<file path="config.mk">
export PLATFORM = sky130hd
export DESIGN_NAME = rational_arith_reduce_unit
export DESIGN_NICKNAME = d
export VERILOG_FILES = /design/src/hdl/rar_pkg.sv /design/src/hdl/rar_front.sv /design/src/hdl/rar_queue.sv /design/src/hdl/rar_back.sv /design/src/hdl/rational_arith_reduce_unit.sv
export SDC_FILE = /design/constraint.sdc
export NUM_CORES = 2
export LEC_CHECK = 0
export BUFFER_PORTS_ARGS = -buffer_cell sky130_fd_sc_hd__buf_2
export CAP_MARGIN = 20
export CORE_UTILIZATION = 65
export CTS_CLUSTER_SIZE = 24
export DETAILED_ROUTE_END_ITERATION = 10
export PLACE_DENSITY = 0.83
export SYNTH_ARGS = -nofsm -noshare
export SYNTH_HDL_FRONTEND = slang
export SYNTH_SLANG_ARGS = --single-unit
</file>
<file path="constraint.sdc">
create_clock -name clk -period 10.9 [get_ports clk]
set_input_delay 1.09 -clock clk [delete_from_list [all_inputs] [get_ports clk]]
set_output_delay 1.09 -clock clk [all_outputs]
set_load 0.005 [all_outputs]
</file>
<file path="src/hdl/rar_pkg.sv">
// Package: widths, word types and opcodes for the rational arithmetic unit.
`default_nettype none
package rar_pkg;
  localparam int OperandWidth = 16;
  localparam int ProdWidth = 2 * OperandWidth;
  localparam int SumWidth = ProdWidth + 1;
  localparam int MagWidth = SumWidth;
  localparam int NumOutWidth = 33;
  localparam int DenOutWidth = 31;
  localparam int CntWidth = $clog2(MagWidth + 2);

  localparam logic [1:0] OP_ADD = 2'd0;
  localparam logic [1:0] OP_SUB = 2'd1;
  localparam logic [1:0] OP_MUL = 2'd2;
  localparam logic [1:0] OP_DIV = 2'd3;

  typedef struct packed {
    logic [1:0] opcode;
    logic signed [OperandWidth-1:0] a_num;
    logic signed [OperandWidth-1:0] a_den;
    logic signed [OperandWidth-1:0] b_num;
    logic signed [OperandWidth-1:0] b_den;
  } in_word_t;

  typedef struct packed {
    logic signed [NumOutWidth-1:0] res_num;
    logic [DenOutWidth-1:0] res_den;
    logic zero_den_error;
  } out_word_t;

  // Classified job passed from front to back.
  typedef struct packed {
    logic [MagWidth-1:0] nm;
    logic [MagWidth-1:0] dm;
    logic neg;
    logic zero_den;
    logic zero_num;
  } job_t;
endpackage
`default_nettype wire

</file>
<file path="src/hdl/rar_front.sv">
// Front end: registers the cross products, then classifies the result.
`default_nettype none
module rar_front import rar_pkg::*; (
  input  wire logic     clk,
  input  wire logic     rst,
  input  wire logic     in_valid,
  output logic          in_stall,
  input  wire in_word_t in_word,
  output logic          job_valid,
  input  wire logic     job_stall,
  output job_t          job
);
  logic busy;
  logic phase;
  in_word_t hold;
  logic signed [ProdWidth-1:0] p0, p1, p2;
  logic signed [ProdWidth-1:0] m0, m1, m2;
  logic signed [SumWidth-1:0] n_sum;
  logic signed [ProdWidth-1:0] d_prod;

  assign in_stall = busy;

  always_comb begin
    m0 = ProdWidth'(hold.a_num * hold.b_den);
    m1 = ProdWidth'(hold.b_num * hold.a_den);
    m2 = ProdWidth'(hold.a_num * hold.b_num);
  end

  always_comb begin
    case (hold.opcode)
      OP_ADD:  n_sum = SumWidth'(p0) + SumWidth'(p1);
      OP_SUB:  n_sum = SumWidth'(p0) - SumWidth'(p1);
      OP_MUL:  n_sum = SumWidth'(p2);
      default: n_sum = SumWidth'(p0);
    endcase
  end

  always_ff @(posedge clk) begin
    if (rst) begin
      busy <= 1'b0;
      phase <= 1'b0;
    end else if (!busy) begin
      if (in_valid) begin
        hold <= in_word;
        busy <= 1'b1;
        phase <= 1'b0;
      end
    end else if (!phase) begin
      p0 <= m0;
      p1 <= m1;
      p2 <= m2;
      // denominator product goes to d_prod in the always_ff below
      phase <= 1'b1;
    end else if (!job_valid || !job_stall) begin
      job.zero_den <= (d_prod == '0);
      job.zero_num <= (n_sum == '0);
      job.neg <= n_sum[SumWidth-1] ^ d_prod[ProdWidth-1];
      job.nm <= n_sum[SumWidth-1] ? MagWidth'(-n_sum) : MagWidth'(n_sum);
      job.dm <= d_prod[ProdWidth-1] ? MagWidth'(-SumWidth'(d_prod))
                                    : MagWidth'(d_prod);
      busy <= 1'b0;
    end
  end

  // Word valid: set when a job is handed over, cleared once taken.
  always_ff @(posedge clk) begin
    if (rst) begin
      job_valid <= 1'b0;
    end else if (busy && phase && (!job_valid || !job_stall)) begin
      job_valid <= 1'b1;
    end else if (job_valid && !job_stall) begin
      job_valid <= 1'b0;
    end
  end

  always_ff @(posedge clk) begin
    if (busy && !phase) begin
      d_prod <= (hold.opcode == OP_DIV) ? ProdWidth'(hold.a_den * hold.b_num)
                                        : ProdWidth'(hold.a_den * hold.b_den);
    end
  end
endmodule
`default_nettype wire

</file>
<file path="src/hdl/rar_queue.sv">
// Two-entry word queue between front and back.
`default_nettype none
module rar_queue import rar_pkg::*; (
  input  wire logic clk,
  input  wire logic rst,
  input  wire logic wr_valid,
  output logic      wr_stall,
  input  wire job_t wr_job,
  output logic      rd_valid,
  input  wire logic rd_stall,
  output job_t      rd_job
);
  job_t slot [2];
  logic wp, rp;
  logic [1:0] fill;
  logic push, pop;

  assign wr_stall = (fill == 2'd2);
  assign rd_valid = (fill != 2'd0);
  assign rd_job = slot[rp];
  assign push = wr_valid && !wr_stall;
  assign pop = rd_valid && !rd_stall;

  always_ff @(posedge clk) begin
    if (push) slot[wp] <= wr_job;
    if (rst) begin
      wp <= 1'b0;
      rp <= 1'b0;
      fill <= 2'd0;
    end else begin
      if (push) wp <= ~wp;
      if (pop) rp <= ~rp;
      fill <= fill + 2'(push) - 2'(pop);
    end
  end
endmodule
`default_nettype wire

</file>
<file path="src/hdl/rar_back.sv">
// Back end: binary GCD, then two restoring divisions by the GCD.
`default_nettype none
module rar_back import rar_pkg::*; (
  input  wire logic clk,
  input  wire logic rst,
  input  wire logic job_valid,
  output logic      job_stall,
  input  wire job_t job,
  output logic      out_valid,
  input  wire logic out_stall,
  output out_word_t out_word
);
  localparam logic [2:0] S_IDLE = 3'd0;
  localparam logic [2:0] S_GCD  = 3'd1;
  localparam logic [2:0] S_DIV  = 3'd2;
  localparam logic [2:0] S_OUT  = 3'd3;
  localparam logic [2:0] S_LOAD = 3'd4;

  logic [2:0] state;
  logic [MagWidth-1:0] u, v, nm, dm, g;
  logic [CntWidth-1:0] shift;
  logic [CntWidth-1:0] cnt;
  logic [MagWidth-1:0] qn, qd;
  logic [MagWidth:0] rn, rdm;
  logic neg;
  logic [MagWidth:0] rn_try, rd_try;
  logic [MagWidth-1:0] diff;
  out_word_t res;

  assign job_stall = (state != S_IDLE);
  assign rn_try = {rn[MagWidth-1:0], qn[MagWidth-1]} - {1'b0, g};
  assign rd_try = {rdm[MagWidth-1:0], qd[MagWidth-1]} - {1'b0, g};
  assign diff = (u > v) ? u - v : v - u;

  always_ff @(posedge clk) begin
    if (rst) begin
      state <= S_IDLE;
    end else begin
      case (state)
        S_IDLE: if (job_valid) begin
          nm <= job.nm;
          dm <= job.dm;
          u <= job.nm;
          v <= job.dm;
          neg <= job.neg;
          shift <= '0;
          if (job.zero_den || job.zero_num) begin
            res.res_num <= '0;
            res.res_den <= job.zero_den ? '0 : DenOutWidth'(1);
            res.zero_den_error <= job.zero_den;
            state <= S_OUT;
          end else begin
            state <= S_GCD;
          end
        end
        S_GCD: begin
          if (u == v) begin
            g <= u << shift;
            qn <= nm;
            qd <= dm;
            rn <= '0;
            rdm <= '0;
            cnt <= '0;
            state <= S_DIV;
          end else if (!u[0] && !v[0]) begin
            u <= u >> 1;
            v <= v >> 1;
            shift <= shift + 1'b1;
          end else if (!u[0]) begin
            u <= u >> 1;
          end else if (!v[0]) begin
            v <= v >> 1;
          end else if (u > v) begin
            u <= diff >> 1;
          end else begin
            v <= diff >> 1;
          end
        end
        S_DIV: begin
          if (!rn_try[MagWidth]) begin
            rn <= rn_try;
            qn <= {qn[MagWidth-2:0], 1'b1};
          end else begin
            rn <= {rn[MagWidth-1:0], qn[MagWidth-1]};
            qn <= {qn[MagWidth-2:0], 1'b0};
          end
          if (!rd_try[MagWidth]) begin
            rdm <= rd_try;
            qd <= {qd[MagWidth-2:0], 1'b1};
          end else begin
            rdm <= {rdm[MagWidth-1:0], qd[MagWidth-1]};
            qd <= {qd[MagWidth-2:0], 1'b0};
          end
          cnt <= cnt + 1'b1;
          if (cnt == CntWidth'(MagWidth - 1)) state <= S_LOAD;
        end
        S_LOAD: begin
          res.res_num <= neg ? NumOutWidth'(-qn) : NumOutWidth'(qn);
          res.res_den <= DenOutWidth'(qd);
          res.zero_den_error <= 1'b0;
          state <= S_OUT;
        end
        S_OUT: if (!out_valid || !out_stall) begin
          out_word <= res;
          state <= S_IDLE;
        end
        default: begin
          state <= S_IDLE;
        end
      endcase
    end
  end

  // Output valid: raised with a new word, dropped once the word is taken.
  always_ff @(posedge clk) begin
    if (rst) begin
      out_valid <= 1'b0;
    end else if (state == S_OUT && (!out_valid || !out_stall)) begin
      out_valid <= 1'b1;
    end else if (out_valid && !out_stall) begin
      out_valid <= 1'b0;
    end
  end
endmodule
`default_nettype wire

</file>
<file path="src/hdl/rational_arith_reduce_unit.sv">
// Top level: rational add/sub/mul/div with GCD reduction.
//
//   channel | dir | payload    | handshake
//   in      | in  | in_word_t  | in_valid / in_stall
//   out     | out | out_word_t | out_valid / out_stall
//
// Front end steps per word: capture, multiply, classify; in_stall while busy.
// Back end: accept, binary GCD, 33 division steps for numerator and
// denominator together, load and output; zero cases skip straight to
// output. The back end takes a new word only once it is back in idle.
// Synchronous reset clears all control; a stalled output holds its word,
// and a two-word queue lets the front take the next word meanwhile.
`default_nettype none
module rational_arith_reduce_unit import rar_pkg::*; (
  input  wire logic      clk,
  input  wire logic      rst,
  input  wire logic      in_valid,
  output logic           in_stall,
  input  wire in_word_t  in_word,
  output logic           out_valid,
  input  wire logic      out_stall,
  output out_word_t      out_word
);
  logic f_valid, f_stall, q_valid, q_stall;
  job_t f_job, q_job;

  rar_front u_front (
    .clk, .rst, .in_valid, .in_stall, .in_word,
    .job_valid(f_valid), .job_stall(f_stall), .job(f_job)
  );
  rar_queue u_queue (
    .clk, .rst, .wr_valid(f_valid), .wr_stall(f_stall), .wr_job(f_job),
    .rd_valid(q_valid), .rd_stall(q_stall), .rd_job(q_job)
  );
  rar_back u_back (
    .clk, .rst, .job_valid(q_valid), .job_stall(q_stall), .job(q_job),
    .out_valid, .out_stall, .out_word
  );
endmodule
`default_nettype wire
</file>
==> impl_results.md <==
- Row Count: 131
- Full die area: about 130000 sq um
- Worst-path clk slew: around 0.06 ns
- Number of clock sinks: 853
- Post-Synth XOR/XNOR Area: 0.0413
- Die Height: about 360 um
- Leading cell type in the layout, fill and taps excluded: inv_1
- Adder-Cell Fraction of Synth Area: 0.327
- Hold_buf cts: 0
- Die Wd: around 360 um
- Worst reg2reg path startpoint: u_front.hold[3]
- Vias in the first global route: roughly 62000
- Gpl congestion: between 0.9 and 1
- #FFs+latches synth: 853
- First-pass GRT wire length: 336 mm
- Synth Flop Type: edfxtp_1
- Final setup vio count: 0
- Port Buffer Count: 136
- Initial Util: 0.656
- Crit path from: u_front.hold[3]
- Largest net degree at the start of global routing: 75
- CP Capture Type: flip-flop
- Syn_nets: 9891
- Worst slew pin tran: about 1.1 ns
- DR DRC count: 0
- Max_slew headroom: 0.247
- Boundary Pins: around 140
- Core Region: about 130000 sq um
- Warnings from Yosys: 0
- Multiplexer share of the synthesized area: 0.0265
- Clock root buffer: clkbuf_16
- Worst skew pair latency: between 0.7 and 0.8 ns
- Number of synthesized flops with an enable pin: 841
- Commonest non-fill, non-tap cells in the layout: 1353 x inv_1, 1053 x fa_1, 990 x nand2_1
- Clock Skew: roughly 0.06 ns
- Htree depth: 3
- Synth async-reset ratio: 0
- Post-synthesis sequential area ratio: 0.305
- DRT Pass-1 Iters: 6
- Post-synthesis cell area: 83600 sq um
- Total gr overflow: 0
- Filler cells: 9210
- Initial DRC count: approximately 5100
- Post-route ant nets: 0
- Final Hold Viols: 0
- Final period util: 0.752
- Post-Syn Instances: ~8300
- TNS Setup: 0 ns
- Synth cell types: 90
- CTS Buffer Depth: 3
- Simple-gate portion of the synthesized area: 0.138
- Worst Path Arrival: approximately 8.6 ns
- DR WL/cell: between 20 and 25 um
- CP endpoint: u_front.p0[30]
- R2R cell count: 19
- Crit-path max FO: 32
- Max Freq: between 100 and 150 MHz
- Vias after detailed routing: between 50000 and 60000
- Post-Route WL: between 200 and 250 mm
- GRT Overall Usage: 0.333
- WS Path Type: reg2reg
- Reg2reg end: u_front.p0[30]
- CTS-repair resized insts: 0
- Unrepaired setup endpoints after global routing: no
- CTS Buf Count: a little over 90
- Main combinational cell family by area after synthesis: adder cells
- R2r setup slk: 2.70 ns
- Layout Nets: a little under 10000
- Area Overhead vs Synth: 6.50%
- Outcome: finished clean
- Routed vias/inst: about 6.0
- Mean area per synthesized cell: about 10 sq um
- Share of cells above drive strength 1: 0.0663
- CP startpoint kind: flip-flop
- Synth Area in Compound Gates: 0.0839
- Fin. max-slew vios: 0
- Detail Placement HPWL: between 150 and 200 mm
- Worst hold path type: reg2reg
- WP data required: around 11 ns
- CTS tree: done
- Crit path time final: approximately 8.2 ns
- Max_cap viols: 0
- Initial antenna violation count: 9
- Setup Buffers After CTS: 0
[per-layer routing]
layer,vias up,part of all wire,global-route usage
li1,26700,-,-
met1,29300,0.37,0.410
met2,2676,0.47,0.543
met3,716,0.084,0.0634
met4,8,0.071,0.207
met5,-,0.00029,0
[flip-flops by register name, summed over array words and instances (netlist names), 33 cells and up, named ones only]
| name | count |
|---|---|
| u_back.dm | 33 |
| u_back.v | 33 |
| u_back.rn | 33 |
| u_back.res | 65 |
| u_front.hold | 66 |
| u_back.u | 33 |
| u_back.rdm | 33 |
| u_back.nm | 33 |
| u_back.qn | 33 |
| u_back.out_word | 65 |
| u_back.qd | 33 |
| u_back.g | 33 |
| u_queue.slot | 138 |
| u_front.job | 69 |
[metrics by stage]
stage	utilization	area [sq um]	worst slack, ns	instances	hold slack [ns]
after floorplan	-	83600	1.44	8265	0.400
final	0.698	89000	2.70	9962	0.414
after CTS	0.698	89000	2.70	9957	0.415
after detailed placement	0.673	85800	2.79	9783	0.405
after global placement	0.673	85800	2.96	9783	0.403
after global routing	0.698	89000	2.44	9962	0.421
[worst max-delay path: stages (launching register included)]
cell       delay (ns)
edfxtp_1         1.09
nand2_1          0.16
fa_1             0.50
fa_1             0.58
fa_1             0.46
fa_1             0.55
inv_1            0.05
fa_1             0.49
fa_1             0.42
ha_1             0.35
and4_1           0.19
a221oi_1         0.26
o21ai_0          0.34
a2111oi_0        0.88
nor3_1           0.15
a2111oi_0        0.70
nor3_1           0.20
a211oi_1         0.27
o21bai_1         0.10
xor2_1           0.14
[how the worst min path moves through the flow]
stage                         startpoint                   to  slack [ns]  cells after the start
after global routing      u_back.res[42]  u_back.out_word[42]        0.42                      0
after CTS                 u_back.res[42]  u_back.out_word[42]        0.42                      0
after global placement    u_back.res[14]  u_back.out_word[14]        0.40                      0
after floorplan            u_back.res[0]   u_back.out_word[0]        0.40                      0
final                     u_back.res[42]  u_back.out_word[42]        0.41                      0
after detailed placement  u_back.res[50]  u_back.out_word[50]        0.40                      0
[logic make-up (layout without fill, tap and decap cells)]
group	after synthesis	in the layout
buffers and inverters	1735	1768
other	1	3
AOI/OAI and AO/OA	1102	1102
adders and majority gates	1556	1556
xor gates and xnor gates	394	394
and+or+nand+nor	2433	2433
muxes	191	191
DFF	853	853
[cells in the mapped netlist (28+ instances only)]
library cell  number  share of area
a211oi_1          45         0.0040
a21o_1           133          0.012
a21oi_1          316          0.019
a31oi_1           38         0.0028
and2_1           490          0.037
and3_1            67         0.0050
clkbuf_1         350          0.016
edfxtp_1         841           0.30
fa_1            1053           0.25
ha_1             503          0.075
inv_1           1353          0.061
mux2_2            83          0.011
mux2i_1           92          0.011
nand2_1          991          0.044
nand2b_1          64         0.0048
nand3_1           66         0.0040
nand4_1           28         0.0021
nor2_1           469          0.021
nor2b_1           38         0.0028
nor3_1            72         0.0043
o211ai_1          30         0.0027
o21a_1            49         0.0044
o21ai_0          249          0.015
o21bai_1          29         0.0026
o31ai_1           37         0.0033
or3_1             50         0.0037
xnor2_1          257          0.027
xor2_1           137          0.014
[final cells by class]
class / instances / area, sq um / area share
clock buffer: 107 / 2420 / 0.0272
inverter: 1358 / 5100 / 0.0573
antenna: 2 / 5.00 / 0.0000562
tap: 1662 / 2080 / 0.0234
sequential: 853 / 25500 / 0.286
clock inverter: 67 / 748 / 0.00840
timing repair buffer: 236 / 1490 / 0.0168
multi-input combinational: 5677 / 51700 / 0.581
Power is not shown: default switching activity piles up to over one toggle a cycle in this logic, so the estimate is an artifact.
